==> src/rtl/occ_pkg.sv <==
package occ_pkg;

  localparam int MaxBoxesDefault = 32;

  localparam int CfgIdxW = 3;
  localparam int CfgDataW = 31;

  localparam logic [CfgIdxW-1:0] REG_MOVER_HALF_X = 3'd0;
  localparam logic [CfgIdxW-1:0] REG_MOVER_HALF_Y = 3'd1;
  localparam logic [CfgIdxW-1:0] REG_MOVER_COS    = 3'd2;
  localparam logic [CfgIdxW-1:0] REG_MOVER_SIN    = 3'd3;
  localparam logic [CfgIdxW-1:0] REG_OBST_COUNT   = 3'd4;
  localparam logic [CfgIdxW-1:0] REG_SEP_MARGIN   = 3'd5;

  localparam logic OP_LOAD  = 1'b0;
  localparam logic OP_QUERY = 1'b1;

  localparam logic KIND_LOAD_ACK = 1'b0;
  localparam logic KIND_QUERY    = 1'b1;

  // corner sign patterns, bit k set means that corner uses -1
  localparam logic [3:0] CORNER_SX_NEG = 4'b1100;
  localparam logic [3:0] CORNER_SY_NEG = 4'b1010;

  localparam int CornerW = 36;
  localparam int ProjW   = 56;

  typedef struct packed {
    logic signed [31:0] cx;
    logic signed [31:0] cy;
    logic [30:0]        hx;
    logic [30:0]        hy;
    logic signed [15:0] c;
    logic signed [15:0] s;
  } box_t;

endpackage

==> src/rtl/occ_cell.sv <==
module occ_cell (
  input  logic          clk_i,
  input  logic          load_i,
  input  occ_pkg::box_t load_box_i,
  input  logic          shift_i,
  input  occ_pkg::box_t nbr_box_i,
  output occ_pkg::box_t box_o
);
  import occ_pkg::*;

  box_t box_q, box_d;

  always_comb begin
    box_d = box_q;
    if (load_i) begin
      box_d = load_box_i;
    end else if (shift_i) begin
      box_d = nbr_box_i;
    end
  end

  always_ff @(posedge clk_i) begin
    box_q <= box_d;
  end

  assign box_o = box_q;

endmodule

==> config.mk <==
export PLATFORM = sky130hd
export DESIGN_NAME = occ_cell
export DESIGN_NICKNAME = d
export VERILOG_FILES = /design/src/rtl/occ_pkg.sv /design/src/rtl/occ_cell.sv
export SDC_FILE = /design/constraint.sdc
export NUM_CORES = 1
export LEC_CHECK = 0
export BUFFER_PORTS_ARGS = -buffer_cell sky130_fd_sc_hd__buf_2
export CAP_MARGIN = 20
export CORE_AREA = 3 3 183 185
export DETAILED_ROUTE_END_ITERATION = 6
export DIE_AREA = 0 0 186 188
export GPL_TIMING_DRIVEN = 0
export PLACE_DENSITY = 0.48
export SLEW_MARGIN = 20
export SYNTH_ARGS = -nofsm -noshare
export SYNTH_HDL_FRONTEND = slang
export SYNTH_SLANG_ARGS = --single-unit
==> constraint.sdc <==
create_clock -name clk_i -period 3.2 [get_ports clk_i]
set_input_delay 0.48 -clock clk_i [delete_from_list [all_inputs] [get_ports clk_i]]
set_output_delay 0.48 -clock clk_i [all_outputs]
set_load 0.02 [all_outputs]
==> results of run 1 <==
[cells by family after synthesis]
group / count (synthesis)
buf+inv: 18
simple gates: 1
flops: 158
mux: 158
[power by group]
part	internal, uW	switching (uW)	total [uW]
Clock	1230	870	2100
Sequential	2540	51.7	2590
Combinational	508	600	1110
Total	4280	1520	5800
[cells in the final DEF, fill, tap and decap left out, drive strengths merged]
cell      Yosys  routed
diode         0       3
edfxtp      158     158
mux2        158     158
clkbuf        0      18
inv           0       3
bufinv        0       3
clkinvlp      0       2
clkinv        0       6
or2           1       1
buf          18     496
[metrics by stage]
stage               hold slack, ns  utilization (%)  setup WS (ns)
CTS                         0.2983            33.05          1.320
floorplan                   0.6975                -         0.7595
finish                      0.3391            33.07          1.326
global route                0.3070            33.07          1.242
global placement            0.7807            30.97        0.03909
detailed placement          0.7834            31.20         0.8325
[worst max-delay path: cells and delay by family]
family	cells	cell delay, ns
simple gates	1	0.44
buf+inv	5	0.99
[final cells by class]
class	instances	area, um2
Buffer	18	177.7
Timing Repair Buffer	478	2452
Multi-Input combinational cell	159	2163
Tap cell	408	510.5
Clock inverter	14	166.4
Clock buffer	18	429.2
Sequential cell	158	4745
Antenna cell	3	7.507
Fill cell	3257	21550
[worst paths after layout]
path	end	cells after the start	startpoint
min	box_o[130]$_DFFE_PP_	2	nbr_box_i[130]
max	box_o[100]$_DFFE_PP_	6	load_i
[routing by layer]
metal	up-vias	wire (um)
met5	-	19
met4	2	453
met3	26	2373
met2	297	11830
met1	2243	7301
li1	2318	-
==> summary.md, run 1 <==
| Metric | Value |
|---|---|
| Synth Area in Adders | 0% |
| Io pins | about 480 |
| Slowest cell on crit path | or2_4 |
| Syn avg cell area | 21.14 um2 |
| Full die area | roughly 35000 um2 |
| Drt total wl | about 22000 um |
| DR pass1 iterations | 4 |
| Compound-Gate Fraction of Synth Area | 0% |
| Layout area overhead | 50.38% |
| Slew headroom | around two thirds |
| Predominant post-synthesis flop cell | edfxtp_1 |
| Post-CTS setup buffers | 0 |
| First-pass GRT wire length | 30470 um |
| Vias in the first global route | just over 5k |
| GR Overflow Total | 0 |
| Overall global routing resource usage | approximately an eighth |
| Starting Density | 21.99% |
| Cell taking the most area after synthesis | edfxtp_1 |
| Post-Synth XOR/XNOR Area | 0% |
| CTS sink count | 158 |
| Cell area after layout | 10650 um2 |
| VDD IR-drop max | 331.6 uV |
| Final period util | between 50% and 60% |
| Worst-margin pin slew | 0.4852 ns |
| Crit. End Element | register |
| Largest net degree at the start of global routing | around 50 |
| CTS hold repair buffers | 0 |
| Hold Vio Cnt, Final | 0 |
| Post-synth EDFFs | 158 |
| Max reg flops | about 160 |
| Most common cell in the netlist | edfxtp_1 |
| DR vias | around 5k |
| Crit Path Category | in -> reg |
| Routability cong. | roughly 0.73 |
| Synth top area cells | edfxtp_1 (67%), mux2_4 (21%), mux2_2 (9.2%) |
| Final ANT Viol Nets | 0 |
| Library cells used by synthesis | 6 |
| Seq/Total Area, Yosys | ~67% |
| Mux cell area share after synthesis | 30.42% |
| Core footprint | about 32000 um2 |
| IO Port Bufs | approximately 480 |
| Mapped Cells | between 300 and 400 |
| Chip height | roughly 190 um |
| Yosys top cell area share | 66.98% |
| HPWL Detailed | 17960 um |
| Setup TNS | 0 ns |
| FF+latch count, synth | approximately 160 |
| Max-cap violations | 0 |
| Placed Cells | roughly 1.2k |
| Synthesized area | between 7000 and 8000 um2 |
| Pwr dens | between 500 and 600 nW/um2 |
| CTS tree | yes |
| P_leak | roughly 0.0050 uW |
| RSZ-0062 raised after global routing | false |
| Crit path cell chain | buf_6, buf_6, buf_6, or2_4, buf_12, buf_16 |
| Global routing usage on met3 | under 10% |
| GRT busiest layer | met2 |
| Synthesis Warnings | 0 |
| Final nets | between 1k and 1.5k |
| Post-DP Area | about 10000 um2 |
| Die Width | between 150 and 200 um |
| Fin crit period | ~1.9 ns |
| Post-DR wirelength/cell | about 17 um |
| Critical path's largest stage delay | 0.44 ns |
| Crit path top cell by count | buf_6 |
| Status | completed |
| Worst path arrival time | between 1.5 and 2 ns |
| Synth Area in Simple Gates | less than 1% |
| Syn Nets | between 600 and 700 |
| Largest family of logic cells by synthesized area | multiplexers |
| Final setup fails | 0 |
| CP Max Fanout | 48 |
| Grt met1 use | 11.36% |
| DR DRC count | 0 |
| Resized cells post-CTS | 0 |
| Maximum buffer depth of the clock tree | 2 |
| Met2 track demand over resource | a little under a quarter |
| Clock Tree Root | clkbuf_16 |
| 1st-iter DRT viols | 100 |
| Slew Viols, Final | 0 |
| CP Launch Type | input pin |
| CTS buffer count | 17 |
| Most frequent cells after synthesis | edfxtp_1 (158), mux2_4 (100), mux2_2 (58), buf_6 (14), buf_2 (4) |
| Fmax | between 500 and 600 MHz |
| H-Tree Depth | 4 |
| Initial antenna violation count | 3 |
| Overall Power | approximately 5800 uW |
| # rows | 66 |
| Clock slew at reported path FFs | about 0.070 ns |
| Drt via density | roughly 3.9 |
| Layout cells sized above 1 | 80.95% |
| Async SR Flop Fraction | 0% |
| Critical path required time | roughly 3.3 ns |
| Hold crit path type | in -> reg |
| Non-Filler Instances | 1256 |
(Power assumes the default switching activity.)
==> inputs of run 2 (changes only) <==
--- a/config.mk
+++ b/config.mk
@@ -5,13 +5,14 @@
 export SDC_FILE = /design/constraint.sdc
 export NUM_CORES = 1
 export LEC_CHECK = 0
+export ABC_AREA = 1
 export BUFFER_PORTS_ARGS = -buffer_cell sky130_fd_sc_hd__buf_2
 export CAP_MARGIN = 20
-export CORE_AREA = 3 3 183 185
+export CORE_AREA = 3 3 186 188
 export DETAILED_ROUTE_END_ITERATION = 6
-export DIE_AREA = 0 0 186 188
+export DIE_AREA = 0 0 189 191
 export GPL_TIMING_DRIVEN = 0
-export PLACE_DENSITY = 0.48
+export PLACE_DENSITY = 0.45
 export SLEW_MARGIN = 20
 export SYNTH_ARGS = -nofsm -noshare
 export SYNTH_HDL_FRONTEND = slang
==> constraint.sdc (replaced) <==
create_clock -name clk_i -period 1.8 [get_ports clk_i]
set_input_delay 0.27 -clock clk_i [delete_from_list [all_inputs] [get_ports clk_i]]
set_output_delay 0.27 -clock clk_i [all_outputs]
set_load 0.02 [all_outputs]
==> summary.md, run 2 <==
| Metric | Value |
|---|---|
| Status | completed (unchanged) |
| Layout cells sized above 1 | 46.13% (was 80.95%) |
| Worst path arrival time | 1.57 ns (was 1.99 ns) |
| Predominant post-synthesis flop cell | edfxtp_1 (unchanged) |
| Sw Ratio | 27.24% (was 26.24%) |
| GR Overflow Total | 0 (unchanged) |
| VDD IR-drop max | 618.7 uV (was 331.6 uV) |
| HPWL Detailed | 20860 um (was 17960 um) |
| RSZ-0062 raised after global routing | false (unchanged) |
| Vias in the first global route | 6222 (was 5199) |
| CTS sink count | 158 (unchanged) |
| Syn avg cell area | 10.21 um2 (was 21.14 um2) |
| Clock share of power | 36.8% (was 36.2%) |
| NetSw | 2812 uW (was 1521 uW) |
| Critical path required time | 1.91 ns (was 3.32 ns) |
| CP Launch Type | input pin (unchanged) |
| Fillers | 3622 (was 3257) |
| Core footprint | 33280 um2 (was 32210 um2) |
| Storage element area | 4745 um2 (unchanged) |
| Most common cell after layout, fill and taps aside | buf_2 (unchanged) |
| Starting Density | 20.53% (was 21.99%) |
| Most common cell in the netlist | nand2_1 (was edfxtp_1) |
| Fmax | about 690 MHz |
| Hold crit path type | in -> reg (unchanged) |
| Final worst setup slack | 0.3412 ns (was 1.326 ns) |
| Hold Vio Cnt, Final | 0 (unchanged) |
| Resized cells post-CTS | 0 (unchanged) |
| Cell taking the most area after synthesis | edfxtp_1 (unchanged) |
| CP Max Fanout | 52 (was 48) |
| P_leak | 0.005416 uW (was 0.004954 uW) |
| FF+latch count, synth | 158 (unchanged) |
| Combinational Power Share | 18.4% (was 19.1%) |
| DR pass1 iterations | 4 (unchanged) |
| Max-cap violations | 0 (unchanged) |
| Drt via density | 3.795 (was 3.890) |
| Largest net degree at the start of global routing | 53 (was 49) |
| 1st-iter DRT viols | 291 (was 100) |
| Global routing usage on met3 | 5.813% (was 5.005%) |
| Synthesized area | 6832 um2 (was 7083 um2) |
| Clock slew at reported path FFs | 0.07 ns (about the same) |
| DR DRC count | 0 (unchanged) |
| Initial antenna violation count | 2 (was 3) |
| Overall Power | 10320 uW (was 5798 uW) |
| Post-DP Area | 9851 um2 (was 10050 um2) |
| Pwr dens | 987.7 nW/um2 (was 544.3 nW/um2) |
| Placed Cells | 1595 (was 1221) |
| Fin crit period | between 1 and 1.5 ns |
| Syn Nets | 988 (was 654) |
| Area of the multi-input gates | 1788 um2 (was 2163 um2) |
| Most frequent cells in the layout | buf_2 (483), nand2_1 (474), edfxtp_1 (158) (was buf_2 (479), edfxtp_1 (158), mux2_4 (100)) |
| Synthesis Warnings | 0 (unchanged) |
| Overall global routing resource usage | 13.96% (was 12.00%) |
| Routability cong. | 0.7814 (was 0.7305) |
| Io pins | 477 (unchanged) |
| Die Width | 189 um (was 186 um) |
| Crit. End Element | register (unchanged) |
| H-Tree Depth | 4 (unchanged) |
| Synth top area cells | edfxtp_1 (69%), nand2_1 (26%), buf_6 (2.3%) (was edfxtp_1 (67%), mux2_4 (21%), mux2_2 (9.2%)) |
| Final period util | approximately four fifths |
| Non-Filler Instances | 1625 (was 1256) |
| Final ANT Viol Nets | 0 (unchanged) |
| Post-synth EDFFs | 158 (unchanged) |
| CTS buffer count | 17 (unchanged) |
| Dpl ws | -0.1179 ns (was 0.8325 ns) |
| Slew headroom | 75.95% (was 67.66%) |
| Yosys top cell area share | 69.45% (was 66.98%) |
| Seq/Total Area, Yosys | 69.45% (was 66.98%) |
| CTS tree | yes (unchanged) |
| Maximum buffer depth of the clock tree | 2 (unchanged) |
| DR vias | 6167 (was 4886) |
| Slew Viols, Final | 0 (unchanged) |
| # rows | 67 (was 66) |
| Worst-margin pin slew | 0.3608 ns (was 0.4852 ns) |
| Reg power frac | 44.7% (about the same) |
| Mapped Cells | 669 (was 335) |
| Full die area | 36100 um2 (was 34970 um2) |
| Final nets | 1485 (was 1151) |
| Clock Tree Root | clkbuf_16 (unchanged) |
| GRT busiest layer | met2 (unchanged) |
| Met2 track demand over resource | 24.11% (was 22.55%) |
| Chip height | 191 um (was 188 um) |
| Max reg flops | 158 (unchanged) |
| Most frequent cells after synthesis | nand2_1 (474), edfxtp_1 (158), buf_6 (14), buf_4 (13), buf_2 (8) (was edfxtp_1 (158), mux2_4 (100), mux2_2 (58), buf_6 (14), buf_2 (4)) |
| Layout area overhead | 52.99% (was 50.38%) |
| Final setup fails | 0 (unchanged) |
| IO Port Bufs | 475 (unchanged) |
| Cell area after layout | 10450 um2 (was 10650 um2) |
| Setup TNS | 0 ns (unchanged) |
| Internal power | 7511 uW (was 4276 uW) |
| Crit Path Category | in -> reg (unchanged) |
| Drt total wl | 26270 um (was 21980 um) |
| CTS hold repair buffers | 0 (unchanged) |
| Post-DR wirelength/cell | 16.17 um (was 17.50 um) |
| Async SR Flop Fraction | 0% (unchanged) |
| Post-CTS setup buffers | 0 (unchanged) |
| Library cells used by synthesis | 7 (was 6) |
| Grt met1 use | 15.39% (was 11.36%) |
| # diodes | 0 (was 3) |
| First-pass GRT wire length | 37250 um (was 30470 um) |
run 2: final timing paths:
| kind | startpoint | to | slack [ns] | cells after the start |
|---|---|---|---|---|
| setup / recovery | load_i | box_o[117]$_DFFE_PP_ | 0.34 | 5 |
| hold / removal | nbr_box_i[89] | box_o[89]$_DFFE_PP_ | 0.09 | 3 |
run 2: stage by stage:
stage / hold slack [ns] / utilization (%)
2_1_floorplan: 0.4486 / -
3_3_place_gp: 0.5336 / 29.37
3_5_place_dp: 0.5362 / 29.60
4_1_cts: 0.05464 / 31.40
5_1_grt: 0.05477 / 31.40
6_report: 0.09380 / 31.40
run 2: cell families (layout without fill, tap and decap cells):
kind of cell / count (synthesis) / after routing / share of synthesized area, %
AND/OR/NAND/NOR: 475 / 475 / 26.14
flip-flops: 158 / 158 / 69.45
buffers and inverters: 36 / 544 / 4.414
run 2: routing by layer:
| metal | vias up | share of wire (%) |
|---|---|---|
| li1 | 3143 | - |
| met5 | - | 0.034 |
| met4 | 2 | 2.4 |
| met2 | 274 | 50 |
| met1 | 2715 | 38 |
| met3 | 33 | 9.3 |
run 2: final cells by class:
type | count | area share (%)
flip-flops and latches | 158 | 45.40
clock inverters | 12 | 1.640
well taps | 448 | 5.363
multi-input cells | 475 | 17.11
inverters | 1 | 0.05986
plain buffers | 35 | 2.861
repair buffers | 478 | 23.46
clock buffers | 18 | 4.106
run 2: critical path, cell delays in order:
cell and delay, ns:
buf_8 0.12, buf_6 0.16, or2_4 0.36, buf_12 0.28
buf_16 0.28
run 2: power by group through the flow:
stage	combinational (uW)	sequential (uW)	clock, uW
after global placement	1930	4700	0
after floorplan	420	5250	0
after CTS	1940	4630	3950
after global routing	2070	4660	4090
final	1900	4620	3800
after detailed placement	1940	4700	0
==> inputs of run 3 (changes only) <==
==> constraint.sdc (replaced) <==
create_clock -name clk_i -period 1.4 [get_ports clk_i]
set_input_delay 0.21 -clock clk_i [delete_from_list [all_inputs] [get_ports clk_i]]
set_output_delay 0.21 -clock clk_i [all_outputs]
set_load 0.02 [all_outputs]
==> summary.md, run 3 (synthesis gave the netlist of run 2 again) <==
| Metric | Value |
|---|---|
| Clock slew at reported path FFs | 0.07 ns (about the same) |
| Overall global routing resource usage | 14.00% (was 13.96%) |
| Core footprint | 33280 um2 (unchanged) |
| Fin crit period | around 1.3 ns |
| Placed Cells | 1595 (unchanged) |
| HPWL Detailed | 20860 um (unchanged) |
| CTS sink count | 158 (unchanged) |
| Setup TNS | 0 ns (unchanged) |
| Crit Path Category | in -> reg (unchanged) |
| Routability cong. | 0.7814 (unchanged) |
| Final setup fails | 0 (unchanged) |
| VDD IR-drop max | 803.3 uV (was 618.7 uV) |
| First-pass GRT wire length | 37400 um (was 37250 um) |
| Worst path arrival time | 1.42 ns (was 1.57 ns) |
| Final worst setup slack | 0.09046 ns (was 0.3412 ns) |
| 1st-iter DRT viols | 301 (was 291) |
| Vias in the first global route | 6284 (was 6222) |
| Initial antenna violation count | 2 (unchanged) |
| Most common cell after layout, fill and taps aside | buf_2 (unchanged) |
| # diodes | 0 (unchanged) |
| Critical path required time | 1.51 ns (was 1.91 ns) |
| Layout area overhead | 54.40% (was 52.99%) |
| Max reg flops | 158 (unchanged) |
| CP top delay family | buffers and inverters (unchanged) |
| Overall Power | 13310 uW (was 10320 uW) |
| Hold crit path type | in -> reg (unchanged) |
| Final nets | 1495 (was 1485) |
| GR Overflow Total | 0 (unchanged) |
| RSZ-0062 raised after global routing | false (unchanged) |
| CP Launch Type | input pin (unchanged) |
| Drt via density | 3.820 (was 3.795) |
| DR DRC count | 0 (unchanged) |
| Post-DR wirelength/cell | 16.17 um (about the same) |
| Worst-margin pin slew | 0.2854 ns (was 0.3608 ns) |
| Chip height | 191 um (unchanged) |
| Io pins | 477 (unchanged) |
| IO Port Bufs | 475 (unchanged) |
| CTS tree | yes (unchanged) |
| DR pass1 iterations | 4 (unchanged) |
| Fmax | 763.6 MHz |
| Slew headroom | 80.97% (was 75.95%) |
| Drt total wl | 26430 um (was 26270 um) |
| Hold Vio Cnt, Final | 0 (unchanged) |
| Crit path cell chain | buf_8, buf_6, or2_4, buf_12, buf_16 (unchanged) |
| Non-Filler Instances | 1635 (was 1625) |
| CTS buffer count | 17 (unchanged) |
| CP Max Fanout | 52 (unchanged) |
| Slew Viols, Final | 0 (unchanged) |
| Final period util | between 90% and 100% |
| Status | completed (unchanged) |
| DR vias | 6245 (was 6167) |
| Critical path's largest stage delay | 0.28 ns (was 0.36 ns) |
| Die Width | 189 um (unchanged) |
| P_leak | 0.005456 uW (was 0.005416 uW) |
| Max-cap violations | 0 (unchanged) |
| Layout cells sized above 1 | 45.83% (was 46.13%) |
| Crit. End Element | register (unchanged) |
| Dpl ws | -0.4579 ns (was -0.1179 ns) |
| Starting Density | 20.53% (unchanged) |
| Final ANT Viol Nets | 0 (unchanged) |
| Full die area | 36100 um2 (unchanged) |
| Largest net degree at the start of global routing | 53 (unchanged) |
| Slowest cell on crit path | or2_4 (unchanged) |
| # rows | 67 (unchanged) |
| Post-CTS setup buffers | 0 (unchanged) |
| Maximum buffer depth of the clock tree | 2 (unchanged) |
| H-Tree Depth | 4 (unchanged) |
| CP bufs+invs | 4 (unchanged) |
| Clock Tree Root | clkbuf_16 (unchanged) |
| Most frequent cells in the layout | buf_2 (483), nand2_1 (474), edfxtp_1 (158) (unchanged) |
| Pwr dens | 1262 nW/um2 (was 987.7 nW/um2) |
run 3: worst paths after layout:
check,cells after the start,to,startpoint,slack (ns)
worst max-delay path,5,box_o[123]$_DFFE_PP_,load_i,0.09
worst min-delay path,3,box_o[110]$_DFFE_PP_,nbr_box_i[110],0.03
run 3: routing by layer:
metal | global-route usage, % | vias to the layer above | part of all wire [%]
li1 | - | 3165 | -
met2 | 24.17 | 292 | 50
met1 | 15.46 | 2749 | 38
met4 | 5.185 | 2 | 2.6
met5 | 0 | - | 0.034
met3 | 5.813 | 37 | 9.1
run 3: repair_timing:
item / CTS / global route
hold endpoints to repair: 9 / 0
resized for setup: 0 / 0
hold buffers: 9 / 0
endpoints found under the setup margin: 0 / 52
run 3: cell type report:
cell class | count | area (um2)
fill | 3612 | 22730
clock inverter | 12 | 171.4
timing repair buffer | 487 | 2542
tap | 448 | 560.5
clock buffer | 18 | 429.2
sequential | 158 | 4745
buffer | 35 | 299.0
multi-input combinational | 476 | 1794
inverter | 1 | 6.256
run 3: per-stage QoR:
step | hold WS [ns] | instance area, um2 | utilization, %
final | 0.03363 | 10550 | 31.69
after floorplan | 0.3886 | 6838 | -
after CTS | 0.00007058 | 10540 | 31.67
after global routing | 0.001355 | 10550 | 31.69
after detailed placement | 0.4762 | 9851 | 29.60
after global placement | 0.4736 | 9776 | 29.37
run 3: power breakdown:
group	leakage (uW)	internal (uW)	switching (uW)	total [uW]
Clock	0.000289	2950	1950	4900
Combinational	0.00354	913	1560	2470
Sequential	0.00163	5810	129	5940
Total	0.00546	9670	3640	13300
